File: config.mk
export PLATFORM = sky130hd
export DESIGN_NAME = ipv4_forward_engine_unit
export DESIGN_NICKNAME = d
export VERILOG_FILES = /design/src/sv/ipv4fe_pkg.sv /design/src/sv/ipv4_forward_engine_unit.sv /design/src/sv/ipv4fe_ram.sv /design/src/sv/ipv4fe_front.sv /design/src/sv/ipv4fe_queue.sv /design/src/sv/ipv4fe_back.sv
export VERILOG_INCLUDE_DIRS = /design/src /design/src/sv
export SDC_FILE = /design/constraint.sdc
export NUM_CORES = 2
export LEC_CHECK = 0
export BUFFER_PORTS_ARGS = -buffer_cell sky130_fd_sc_hd__buf_4
export CAP_MARGIN = 20
export CORE_MARGIN = 4
export CORE_UTILIZATION = 35
export CTS_BUF_LIST = sky130_fd_sc_hd__clkbuf_16
export CTS_CLUSTER_DIAMETER = 60
export CTS_CLUSTER_SIZE = 30
export DETAILED_ROUTE_END_ITERATION = 7
export PLACE_DENSITY = 0.56
export RECOVER_POWER = 50
export SLEW_MARGIN = 10
export SYNTH_ARGS = -nofsm -noshare
export SYNTH_HDL_FRONTEND = slang
export SYNTH_MEMORY_MAX_BITS = 65536
export SYNTH_SLANG_ARGS = --single-unit
File: constraint.sdc
create_clock -name clock -period 8.5 [get_ports clock]
set_input_delay 1.7 -clock clock [delete_from_list [all_inputs] [get_ports clock]]
set_output_delay 1.7 -clock clock [all_outputs]
set_load 0.01 [all_outputs]
File: src/sv/assert_macros.svh
// assertion macros used by the forwarding engine back end
`ifndef ASSERT_MACROS_SVH
`define ASSERT_MACROS_SVH
`ifndef NO_ASSERTIONS
`define ASSERT_ALWAYS(lbl, clk, rst, cond) \
   lbl: assert property (@(posedge clk) disable iff (rst) (cond)) \
      else $error("assertion failed");
`define ASSERT_NEXT(lbl, clk, rst, ante, cons) \
   lbl: assert property (@(posedge clk) disable iff (rst) (ante) |=> (cons)) \
      else $error("assertion failed");
`else
`define ASSERT_ALWAYS(lbl, clk, rst, cond)
`define ASSERT_NEXT(lbl, clk, rst, ante, cons)
`endif
`endif

File: src/sv/ipv4fe_pkg.sv
// shared types and constants of the forwarding engine
`default_nettype none
package ipv4fe_pkg;
   localparam int TABLE_DEPTH_DEF = 64;
   localparam int QUEUE_DEPTH = 2;

   localparam logic [1:0] CMD_HEADER = 2'd0;
   localparam logic [1:0] CMD_ADD    = 2'd1;
   localparam logic [1:0] CMD_CLEAR  = 2'd2;

   localparam logic [2:0] VERDICT_LOCAL   = 3'd0;
   localparam logic [2:0] VERDICT_FORWARD = 3'd1;
   localparam logic [2:0] VERDICT_EXPIRED = 3'd2;
   localparam logic [2:0] VERDICT_NOROUTE = 3'd3;
   localparam logic [2:0] VERDICT_ADDED   = 3'd4;
   localparam logic [2:0] VERDICT_DUP     = 3'd5;
   localparam logic [2:0] VERDICT_FULL    = 3'd6;

   localparam logic [4:0] IDX_IHL   = 5'd0;
   localparam logic [4:0] IDX_TTL   = 5'd4;
   localparam logic [4:0] IDX_CKSUM = 5'd5;
   localparam logic [4:0] IDX_DST_HI = 5'd8;
   localparam logic [4:0] IDX_DST_LO = 5'd9;
   localparam logic [4:0] IDX_MAX   = 5'd31;

   typedef enum logic [1:0] {
      JOB_LOOKUP,
      JOB_ADD,
      JOB_CLEAR
   } job_kind_type;

   typedef struct packed {
      job_kind_type kind;
      logic [31:0]  dest;
      logic [31:0]  hop;
      logic [7:0]   ttl;
      logic [15:0]  cksum;
   } job_type;
endpackage
`default_nettype wire

File: src/sv/ipv4_forward_engine_unit.sv
// In the back end a route add or a packet verdict searches the route table entry by entry;
// local, ttl-expired and empty-table cases skip the search. Each table entry searched takes a
// registered ram read, then a compare. Clear gives no result. Header halfwords that are not last
// push no job; a 2-entry job queue and an output register
// let the front accept while the back searches. Reset is synchronous, active high; it empties
// the route table through its fill count and clears all header and handshake state.
`default_nettype none
module ipv4_forward_engine_unit #(
   parameter int TABLE_DEPTH = ipv4fe_pkg::TABLE_DEPTH_DEF
) (
   input  wire logic        clock,
   input  wire logic        reset,
   input  wire logic        push,
   output logic             full,
   input  wire logic [1:0]  req_command,
   input  wire logic [31:0] req_route_dest,
   input  wire logic [31:0] req_route_next_hop,
   input  wire logic [15:0] req_header_halfword,
   input  wire logic        req_header_last,
   output logic             empty,
   input  wire logic        pop,
   output logic [2:0]       rsp_verdict,
   output logic [31:0]      rsp_next_hop,
   output logic [7:0]       rsp_new_ttl,
   output logic [15:0]      rsp_new_checksum,
   input  wire logic        csr_wr_en,
   input  wire logic [31:0] csr_wr_data
);
   logic                local_address_ff;
   logic [31:0]         local_addr_ff;
   ipv4fe_pkg::job_type front_job;
   ipv4fe_pkg::job_type q_head;
   logic                job_push;
   logic                q_pop;
   logic                q_empty;
   logic                accept;

   assign accept = push && !full;

   // local address register
   always_ff @(posedge clock) begin
      if (reset) begin
         local_addr_ff    <= '0;
         local_address_ff <= 1'b0;
      end else if (csr_wr_en) begin
         local_addr_ff    <= csr_wr_data;
         local_address_ff <= 1'b1;
      end
   end

   ipv4fe_front u_front (
      .clock          (clock),
      .reset          (reset),
      .accept         (accept),
      .command        (req_command),
      .route_dest     (req_route_dest),
      .route_next_hop (req_route_next_hop),
      .header_halfword(req_header_halfword),
      .header_last    (req_header_last),
      .job_push       (job_push),
      .job            (front_job)
   );

   ipv4fe_queue u_queue (
      .clock   (clock),
      .reset   (reset),
      .push    (job_push),
      .push_job(front_job),
      .pop     (q_pop),
      .head    (q_head),
      .full    (full),
      .empty   (q_empty)
   );

   ipv4fe_back #(.TABLE_DEPTH(TABLE_DEPTH)) u_back (
      .clock           (clock),
      .reset           (reset),
      .local_address   (local_address_ff ? local_addr_ff : 32'd0),
      .q_head          (q_head),
      .q_empty         (q_empty),
      .q_pop           (q_pop),
      .rsp_pop         (pop),
      .rsp_empty       (empty),
      .rsp_verdict     (rsp_verdict),
      .rsp_next_hop    (rsp_next_hop),
      .rsp_new_ttl     (rsp_new_ttl),
      .rsp_new_checksum(rsp_new_checksum)
   );
endmodule
`default_nettype wire

File: src/sv/ipv4fe_ram.sv
// generic single-port-write ram with registered read
`default_nettype none
module ipv4fe_ram #(
   parameter int WIDTH = 64,
   parameter int DEPTH = 64,
   parameter int AW = (DEPTH > 1) ? $clog2(DEPTH) : 1
) (
   input  wire logic             clock,
   input  wire logic             wr_en,
   input  wire logic [AW-1:0]    wr_addr,
   input  wire logic [WIDTH-1:0] wr_data,
   input  wire logic [AW-1:0]    rd_addr,
   output logic [WIDTH-1:0]      rd_data
);
   logic [WIDTH-1:0] mem_ff [DEPTH];
   logic [WIDTH-1:0] rd_data_ff;

   // write and registered read
   always_ff @(posedge clock) begin
      if (wr_en) begin
         mem_ff[wr_addr] <= wr_data;
      end
      rd_data_ff <= mem_ff[rd_addr];
   end

   assign rd_data = rd_data_ff;
endmodule
`default_nettype wire

File: src/sv/ipv4fe_front.sv
// front end: accepts items, parses header halfwords, builds jobs
`default_nettype none
module ipv4fe_front (
   input  wire logic        clock,
   input  wire logic        reset,
   input  wire logic        accept,
   input  wire logic [1:0]  command,
   input  wire logic [31:0] route_dest,
   input  wire logic [31:0] route_next_hop,
   input  wire logic [15:0] header_halfword,
   input  wire logic        header_last,
   output logic             job_push,
   output ipv4fe_pkg::job_type job
);
   logic [4:0]  idx_ff, idx_in;
   logic [3:0]  hw_ff, hw_in;
   logic [7:0]  ttl_ff, ttl_in;
   logic [7:0]  proto_ff, proto_in;
   logic [31:0] dest_ff, dest_in;
   logic [15:0] sum_ff, sum_in;
   logic [15:0] term;
   logic [16:0] sum_wide;
   logic [15:0] sum_fold;
   logic        is_hdr;

   // header field capture and running checksum
   always_comb begin
      is_hdr   = accept && (command == ipv4fe_pkg::CMD_HEADER);
      hw_in    = (idx_ff == ipv4fe_pkg::IDX_IHL) ? header_halfword[11:8] : hw_ff;
      ttl_in   = (idx_ff == ipv4fe_pkg::IDX_TTL) ? header_halfword[15:8] : ttl_ff;
      proto_in = (idx_ff == ipv4fe_pkg::IDX_TTL) ? header_halfword[7:0] : proto_ff;
      dest_in  = dest_ff;
      if (idx_ff == ipv4fe_pkg::IDX_DST_HI) begin
         dest_in = {header_halfword, dest_ff[15:0]};
      end
      if (idx_ff == ipv4fe_pkg::IDX_DST_LO) begin
         dest_in = {dest_ff[31:16], header_halfword};
      end
      term     = (idx_ff == ipv4fe_pkg::IDX_TTL) ? {ttl_in - 8'd1, proto_in} : header_halfword;
      sum_wide = {1'b0, sum_ff} + {1'b0, term};
      sum_fold = sum_wide[15:0] + {15'd0, sum_wide[16]};
      sum_in   = sum_ff;
      if ((idx_ff < {hw_in, 1'b0}) && (idx_ff != ipv4fe_pkg::IDX_CKSUM)) begin
         sum_in = sum_fold;
      end
      idx_in = (idx_ff == ipv4fe_pkg::IDX_MAX) ? idx_ff : idx_ff + 5'd1;
   end

   // job built from the current item
   always_comb begin
      job_push = accept && ((command == ipv4fe_pkg::CMD_ADD) ||
                 (command == ipv4fe_pkg::CMD_CLEAR) || (is_hdr && header_last));
      job.kind  = ipv4fe_pkg::JOB_LOOKUP;
      job.dest  = dest_in;
      job.hop   = route_next_hop;
      job.ttl   = ttl_in;
      job.cksum = ~sum_in;
      case (command)
         ipv4fe_pkg::CMD_ADD: begin
            job.kind = ipv4fe_pkg::JOB_ADD;
            job.dest = route_dest;
         end
         ipv4fe_pkg::CMD_CLEAR: begin
            job.kind = ipv4fe_pkg::JOB_CLEAR;
         end
         default: begin
            job.kind = ipv4fe_pkg::JOB_LOOKUP;
         end
      endcase
   end

   // header state, cleared after the last halfword
   always_ff @(posedge clock) begin
      if (reset || (is_hdr && header_last)) begin
         idx_ff   <= '0;
         hw_ff    <= '0;
         ttl_ff   <= '0;
         proto_ff <= '0;
         dest_ff  <= '0;
         sum_ff   <= '0;
      end else if (is_hdr) begin
         idx_ff   <= idx_in;
         hw_ff    <= hw_in;
         ttl_ff   <= ttl_in;
         proto_ff <= proto_in;
         dest_ff  <= dest_in;
         sum_ff   <= sum_in;
      end
   end
endmodule
`default_nettype wire

File: src/sv/ipv4fe_queue.sv
// short job queue between front and back
`default_nettype none
module ipv4fe_queue (
   input  wire logic   clock,
   input  wire logic   reset,
   input  wire logic   push,
   input  wire ipv4fe_pkg::job_type push_job,
   input  wire logic   pop,
   output ipv4fe_pkg::job_type head,
   output logic        full,
   output logic        empty
);
   localparam int PW = $clog2(ipv4fe_pkg::QUEUE_DEPTH);
   localparam int CW = $clog2(ipv4fe_pkg::QUEUE_DEPTH + 1);

   ipv4fe_pkg::job_type q_ff [ipv4fe_pkg::QUEUE_DEPTH];
   logic [PW-1:0] wr_ptr_ff, rd_ptr_ff;
   logic [CW-1:0] cnt_ff;

   assign full  = (cnt_ff == CW'(ipv4fe_pkg::QUEUE_DEPTH));
   assign empty = (cnt_ff == '0);
   assign head  = q_ff[rd_ptr_ff];

   // entry storage
   always_ff @(posedge clock) begin
      if (push) begin
         q_ff[wr_ptr_ff] <= push_job;
      end
   end

   // pointers and fill count
   always_ff @(posedge clock) begin
      if (reset) begin
         wr_ptr_ff <= '0;
         rd_ptr_ff <= '0;
         cnt_ff    <= '0;
      end else begin
         if (push) begin
            wr_ptr_ff <= wr_ptr_ff + PW'(1);
         end
         if (pop) begin
            rd_ptr_ff <= rd_ptr_ff + PW'(1);
         end
         cnt_ff <= cnt_ff + CW'(push) - CW'(pop);
      end
   end
endmodule
`default_nettype wire

File: src/sv/ipv4fe_back.sv
// back end: route table search, insert, clear and verdicts
`default_nettype none
`include "assert_macros.svh"
module ipv4fe_back #(
   parameter int TABLE_DEPTH = ipv4fe_pkg::TABLE_DEPTH_DEF
) (
   input  wire logic        clock,
   input  wire logic        reset,
   input  wire logic [31:0] local_address,
   input  wire ipv4fe_pkg::job_type q_head,
   input  wire logic        q_empty,
   output logic             q_pop,
   input  wire logic        rsp_pop,
   output logic             rsp_empty,
   output logic [2:0]       rsp_verdict,
   output logic [31:0]      rsp_next_hop,
   output logic [7:0]       rsp_new_ttl,
   output logic [15:0]      rsp_new_checksum
);
   localparam int IDX_W = (TABLE_DEPTH > 1) ? $clog2(TABLE_DEPTH) : 1;
   localparam int CNT_W = $clog2(TABLE_DEPTH + 1);

   typedef enum logic [1:0] {
      ST_IDLE,
      ST_READ,
      ST_CMP,
      ST_OUT
   } state_type;

   state_type            state_ff;
   ipv4fe_pkg::job_type  job_ff;
   ipv4fe_pkg::job_type  cur;
   logic [CNT_W-1:0]     count_ff;
   logic [IDX_W-1:0]     idx_ff;
   logic [2:0]           res_verdict_ff;
   logic [31:0]          res_hop_ff;
   logic [7:0]           res_ttl_ff;
   logic [15:0]          res_cksum_ff;
   logic                 rsp_vld_ff;
   logic [2:0]           rsp_verdict_ff;
   logic [31:0]          rsp_hop_ff;
   logic [7:0]           rsp_ttl_ff;
   logic [15:0]          rsp_cksum_ff;
   logic [63:0]          rd_data;
   logic                 hit;
   logic                 at_end;
   logic                 miss;
   logic                 ram_wr_en;
   logic [2:0]           miss_verdict;
   logic                 out_load;

   ipv4fe_ram #(.WIDTH(64), .DEPTH(TABLE_DEPTH)) u_table (
      .clock  (clock),
      .wr_en  (ram_wr_en),
      .wr_addr(count_ff[IDX_W-1:0]),
      .wr_data({cur.dest, cur.hop}),
      .rd_addr(idx_ff),
      .rd_data(rd_data)
   );

   // search control and insert on a miss
   always_comb begin
      cur    = (state_ff == ST_IDLE) ? q_head : job_ff;
      q_pop  = (state_ff == ST_IDLE) && !q_empty;
      hit    = (state_ff == ST_CMP) && (rd_data[63:32] == job_ff.dest);
      at_end = (CNT_W'(idx_ff) + CNT_W'(1)) == count_ff;
      miss   = ((state_ff == ST_CMP) && !hit && at_end) ||
               (q_pop && (count_ff == '0) &&
                ((q_head.kind == ipv4fe_pkg::JOB_ADD) ||
                 ((q_head.kind == ipv4fe_pkg::JOB_LOOKUP) &&
                  (q_head.dest != local_address) && (q_head.ttl != 8'd0))));
      ram_wr_en = miss && (cur.kind == ipv4fe_pkg::JOB_ADD) &&
                  (count_ff != CNT_W'(TABLE_DEPTH));
      if (cur.kind == ipv4fe_pkg::JOB_ADD) begin
         miss_verdict = ram_wr_en ? ipv4fe_pkg::VERDICT_ADDED : ipv4fe_pkg::VERDICT_FULL;
      end else begin
         miss_verdict = ipv4fe_pkg::VERDICT_NOROUTE;
      end
      out_load = (state_ff == ST_OUT) && (!rsp_vld_ff || rsp_pop);
   end

   // sequencer with result and output registers
   always_ff @(posedge clock) begin
      if (reset) begin
         state_ff   <= ST_IDLE;
         count_ff   <= '0;
         idx_ff     <= '0;
         rsp_vld_ff <= 1'b0;
      end else begin
         if (out_load) begin
            rsp_vld_ff <= 1'b1;
         end else if (rsp_pop) begin
            rsp_vld_ff <= 1'b0;
         end
         if (ram_wr_en) begin
            count_ff <= count_ff + CNT_W'(1);
         end
         case (state_ff)
            ST_IDLE: begin
               idx_ff <= '0;
               if (q_pop) begin
                  job_ff       <= q_head;
                  res_hop_ff   <= '0;
                  res_ttl_ff   <= '0;
                  res_cksum_ff <= '0;
                  if (q_head.kind == ipv4fe_pkg::JOB_CLEAR) begin
                     count_ff <= '0;
                  end else if (q_head.kind == ipv4fe_pkg::JOB_LOOKUP &&
                               q_head.dest == local_address) begin
                     res_verdict_ff <= ipv4fe_pkg::VERDICT_LOCAL;
                     state_ff       <= ST_OUT;
                  end else if (q_head.kind == ipv4fe_pkg::JOB_LOOKUP &&
                               q_head.ttl == 8'd0) begin
                     res_verdict_ff <= ipv4fe_pkg::VERDICT_EXPIRED;
                     state_ff       <= ST_OUT;
                  end else if (miss) begin
                     res_verdict_ff <= miss_verdict;
                     state_ff       <= ST_OUT;
                  end else begin
                     state_ff <= ST_READ;
                  end
               end
            end
            ST_READ: begin
               state_ff <= ST_CMP;
            end
            ST_CMP: begin
               if (hit && (job_ff.kind != ipv4fe_pkg::JOB_ADD)) begin
                  res_verdict_ff <= ipv4fe_pkg::VERDICT_FORWARD;
                  res_hop_ff     <= rd_data[31:0];
                  res_ttl_ff     <= job_ff.ttl - 8'd1;
                  res_cksum_ff   <= job_ff.cksum;
                  state_ff       <= ST_OUT;
               end else if (hit || miss) begin
                  res_verdict_ff <= hit ? ipv4fe_pkg::VERDICT_DUP : miss_verdict;
                  res_hop_ff     <= '0;
                  res_ttl_ff     <= '0;
                  res_cksum_ff   <= '0;
                  state_ff       <= ST_OUT;
               end else begin
                  idx_ff   <= idx_ff + IDX_W'(1);
                  state_ff <= ST_READ;
               end
            end
            ST_OUT: begin
               if (out_load) begin
                  rsp_verdict_ff <= res_verdict_ff;
                  rsp_hop_ff     <= res_hop_ff;
                  rsp_ttl_ff     <= res_ttl_ff;
                  rsp_cksum_ff   <= res_cksum_ff;
                  state_ff       <= ST_IDLE;
               end
            end
            default: begin
               state_ff <= ST_IDLE;
            end
         endcase
      end
   end

   assign rsp_empty        = !rsp_vld_ff;
   assign rsp_verdict      = rsp_verdict_ff;
   assign rsp_next_hop     = rsp_hop_ff;
   assign rsp_new_ttl      = rsp_ttl_ff;
   assign rsp_new_checksum = rsp_cksum_ff;

   `ASSERT_ALWAYS(a_count_bound, clock, reset, count_ff <= CNT_W'(TABLE_DEPTH))
   `ASSERT_ALWAYS(a_cmp_in_table, clock, reset, (state_ff != ST_CMP) || (CNT_W'(idx_ff) < count_ff))
   `ASSERT_NEXT(a_insert_grows, clock, reset, ram_wr_en, count_ff == $past(count_ff) + CNT_W'(1))
endmodule
`default_nettype wire

After elaboration in Yosys (flattened, before gate mapping)
Memories as Yosys holds them, arrays and structs flattened. A register that Yosys moved wholly into a read port is not among the register bits.
Index checks and enable logic that the tools add are counted.

operators by class
  $add $sub $neg = 12
  $mul = 0
  div/mod/pow operators = 0
  magnitude comparators = 1
  equal/unequal tests = 27
  shift-type cells = 0
  muxes and demuxes = 58
  bitwise operators = 3
  reductions and logical operators = 47

operators with widths
  operator                                           number
  2-to-1 mux 32 bit                                  7
  2-to-1 mux 90 bit                                  1
  2-to-1 mux 16 bit                                  5
  == test 32 bit                                     2
  one-hot mux 32 bit (2 select lines)                1
  2-to-1 mux 8 bit                                   5
  != test 32 bit                                     1
  one-hot mux 16 bit (2 select lines)                1
  2-to-1 mux 7 bit                                   4
  2-to-1 mux 3 bit                                   9
  logical AND 1 bit                                  19
  2-to-1 mux 2 bit                                   9
  adder 16 x 16 -> 17 bit                            1
  adder 16 x 1 -> 16 bit                             1
  inverter 16 bit                                    1
  one-hot mux 8 bit (2 select lines)                 1
  subtractor 8 x 1 -> 8 bit (second input constant)  2
  2-to-1 mux 6 bit                                   2
  one-hot mux 6 bit (2 select lines)                 1
  AND reduction 3 bit                                4
  == test 2 bit (second input constant)              5
  == test 5 x 4 -> 1 bit (second input constant)     2
  == test 2 x 1 -> 1 bit (second input constant)     4
  logical NOT 2 bit                                  4
  other kinds (33)                                   56

word-level totals
  flip-flop bits (word level) = 334
  latch bits = 0
  memory bits (writable) = 4276
  memory bits (read-only) = 0
  output and inout bits = 61
  memories = 2

memories
  name                   words  width  read ports  clocked after memory_dff  write ports  line                RTL
  u_back.u_table.mem_ff  64     64     1           1                         1            ipv4fe_ram.sv:15    logic [WIDTH-1:0] mem_ff [DEPTH];
  u_queue.q_ff           2      90     1           1                         1            ipv4fe_queue.sv:16  ipv4fe_pkg::job_type q_ff [ipv4fe_pkg::QUEUE_DEPTH];

Longest topological paths before layout
  word-level depth = 17
  depth in mapped cells = 23
  depth with buffers taken out = 22

Hierarchy
From an unflattened synthesis, not the netlist that was laid out.

second synthesis, totals
  cells, all modules = 8350
  area, all modules = 179500.9 sq um

modules (own cells, without submodules)
  module                    instances  cells an instance  area each (sq um)  sequential area each (sq um)
  ipv4fe_ram                1          6598               156352.5           124279.2
  ipv4fe_back               1          629                9520.4             6566.3
  ipv4fe_queue              1          301                7164.4             5505.3
  ipv4fe_front              1          679                5048.6             1301.2
  ipv4_forward_engine_unit  1          143                1415.1             660.6

Least setup slack after synthesis
OpenSTA, ideal clock, no wires.

  kind = input to register
  from = input port req_command[0]
  to = memory u_queue.q_ff[0][0] in the netlist's numbering, enable pin
  setup time = 0.649 ns
  arrival time = 8.139 ns
  slack = -0.289 ns
  stages = 4
  path through = inv_1 ha_1 a21oi_1 nor3_1

between the ends
  word-level cells in the longest chain between the ends = 7

RTL lines
  element                                     line                            RTL
  from (decl)                                 ipv4_forward_engine_unit.sv:15  input wire logic [1:0] req_command,
  logical NOT 2 bit                           ipv4fe_front.sv:28              is_hdr = accept && (command == ipv4fe_pkg::CMD_HEADER);
  logical AND 1 bit                           ipv4fe_front.sv:28
  logical AND 1 bit                           ipv4fe_front.sv:52              (command == ipv4fe_pkg::CMD_CLEAR) || (is_hdr && header_last));
  logical OR 1 bit (*)                        ipv4fe_front.sv:52
  logical AND 1 bit (*)                       ipv4fe_front.sv:51              job_push = accept && ((command == ipv4fe_pkg::CMD_ADD) ||
  2-to-1 mux 1 bit (*)                        ipv4fe_queue.sv:26              if (push) begin
  2-to-1 mux 1 bit (implied by the code) (*)  ipv4fe_queue.sv:27              q_ff[wr_ptr_ff] <= push_job;
  to (decl)                                   ipv4fe_queue.sv:16

Mark *: on every way between the ends. The rest lies on a longest branch, timed or not.

==> metrics <==
Min Hold Slack=411 ps; Core ar.=507000 um2; Max-Slew Margin vs Limit=-224%; Post-synth top cells=edfxtp_1, mux4_2, nand2_1; Worst Skew=105 ps; root buffer cell=clkbuf_16; crit path max fanout=42; R2R setup slack=1650 ps; synth unique cells=70; outcome=finished, violations left; area occupied by registers=138000 um2; Sink Count=4667; Slew Limit Fails=2989; Syn Std Cell Area=178000 um2; final wirelength=508000 um; WP data required=9090 ps; post_cts resized=0; GPL Wtd Cong=0.861; Setup Buffers After CTS=0; # rows=261; remaining antenna violation count after routing=0; CTS tree=built; syn nets=7916; DR WL/cell=33.5 um; failing checks=capacitance limit, slew limit; Hold Path Sink=u_back.rsp_next_hop[25]; Sum Neg Setup Slack=0 ps; FMAX=146 MHz; CTS max path bufs=4; number of synthesized flops with an enable pin=4484; CP Capture Type=flip-flop; Clock transition at path regs=90 ps; total die area=521000 um2; period utilization=80.5%; DRT Pass-1 Iters=6; grt ovf=0; # IOs=181; leakage power=60.6 nW; HPWL after detailed placement=300000 um; Hold Path Cell Cnt=0; Final Hold Fails=0; Ys Warns=0; gr usage total=19.1%; total power=59.4 mW; share of the synthesized area in the top cell type=75.5%; Mean Syn Cell Area=23.0 um2; DRC=0; VDD IR-drop max=0.410 mV; detail-routed via count per cell=5.61; multi-input gate area in the final layout=38900 um2; Nets=8323; power density cells=294 nW/um2; Final min period=6850 ps; first-pass GRT wire length=700000 um; Post-Synthesis Cells=7761; main area contributors after synthesis=edfxtp_1, mux4_2, dfxtp_1; initial antenna violation count=50; DRT iter0 DRCs=12012; predominant post-synthesis flop cell=edfxtp_1; top cell type by total area after synthesis=edfxtp_1; Die Width=722 um; hold buffers post-CTS=0; fillers=44164; flops & latches, synth=4667; RSZ-0062 raised after global routing=false; vias in the first global route=84591; Crit Reg-Reg Endpoint=u_back.u_table.mem_ff[10][47]; worst hold path type=flip-flop to flip-flop; total number of vias=85260; setup violators final=0; CTS buffer count=342; worst-margin pin slew=4810 ps; R2R cell count=10; Seq/Total Area, Yosys=77.6%; H-Tree Depth=5; largest net degree at the start of global routing=150; Crit Path Class=flip-flop to flip-flop; Die Ht=722 um; initial core utilization=35.2%; startpoint types=flip-flop; Worst-Skew Late Latency=1030 ps; arrival time at the worst endpoint=7440 ps; IO Port Bufs=180; Async S/R FF share, synth=0%; layout cells sized above 1=28.4%; most frequent cell after synthesis=edfxtp_1; hold path startpoint=u_back.res_hop_ff[25]; Syn-to-layout area delta=13.3%; Max Cap Violations=64
## worst max-delay path: stages (launching register included)
cell and delay (ps):
dfxtp_4 930, clkbuf_1 1520, mux2_2 410, nor4_1 80
nand2_1 430, nand2b_1 120, a21oi_1 350, o21ai_4 170
or4_1 890, nor2_4 880, buf_12 440
## power by group
group	leakage, nW	total [mW]	switching, mW	internal, mW
Combinational	12.5	10.2	7.84	2.34
Sequential	42.1	31.3	0.402	30.9
Clock	6.12	18.0	9.39	8.57
Total	60.6	59.4	17.6	41.8
## per-layer routing
metal	vias to the layer above	global-route usage [%]	routed length, um
met5	-	0	69
met1	47237	27.2	208000
met3	615	3.52	44200
met2	3882	30.3	240000
met4	10	5.47	15700
li1	33516	-	-
## worst max path at each step
stage	startpoint	end	cells after the start	slack (ps)
floorplan	flip-flop	u_back.u_table.mem_ff[31][0]	10	1520
global placement	req_header_halfword[8]	u_queue.q_ff[0][15]	19	2420
detailed placement	req_header_halfword[8]	u_queue.q_ff[1][15]	19	2630
CTS	u_back.idx_ff[0]	u_back.u_table.mem_ff[16][22]	11	2690
global route	u_back.state_ff[0]	u_back.u_table.mem_ff[12][41]	4	1370
finish	flip-flop	u_back.u_table.mem_ff[10][47]	10	1650
## flip-flops by register name, summed over array words and instances (netlist names), 7 cells and up, named ones only
signal                   cells
u_back.u_table.rd_data      64
u_back.rsp_new_ttl           8
local_addr_ff               32
u_back.res_hop_ff           32
u_front.ttl_ff               8
u_back.rsp_next_hop         32
u_back.rsp_new_checksum     16
u_back.res_cksum_ff         16
u_back.job_ff               90
u_back.u_table.mem_ff     4096
u_front.dest_ff             32
u_back.count_ff              7
u_queue.q_ff               180
u_back.res_ttl_ff            8
## placed cells by master, fill, tap and decap left out, types with 87 or more instances in the layout
cell,count
edfxtp_1,4484
mux4_2,1344
clkbuf_16,352
nand2_1,338
buf_4,231
dfxtp_1,176
clkbuf_1,147
mux2i_1,121
nor2_1,96
o21ai_0,87
## area by class of cell
cell class	count	share of cell area, %
repair buffers	469	1.74
flip-flops and latches	4667	68.5
clock buffers	352	4.36
diodes	21	0.0260
well taps	6706	4.15
clock inverters	285	1.88
multi-input cells	2630	19.3
inverters	58	0.111
## stage by stage
stage,setup slack (ps),cells,util (%),area [um2]
after global routing,1370,15175,39.9,202000
after CTS,2690,15162,40.0,203000
after global placement,2420,14511,37.5,190000
after detailed placement,2630,14525,37.6,190000
final,1650,15188,39.9,202000
after floorplan,1520,7761,-,178000
## logic make-up after synthesis
kind of cell | after synthesis | synth area share (%)
simple gates | 719 | 1.84
xor+xnor | 101 | 0.496
flops | 4667 | 77.6
buf+inv | 464 | 1.00
fa+ha+maj | 35 | 0.250
compound gates | 254 | 0.848
mux | 1521 | 18.0
Note: power is estimated with default switching activity, not from simulation.
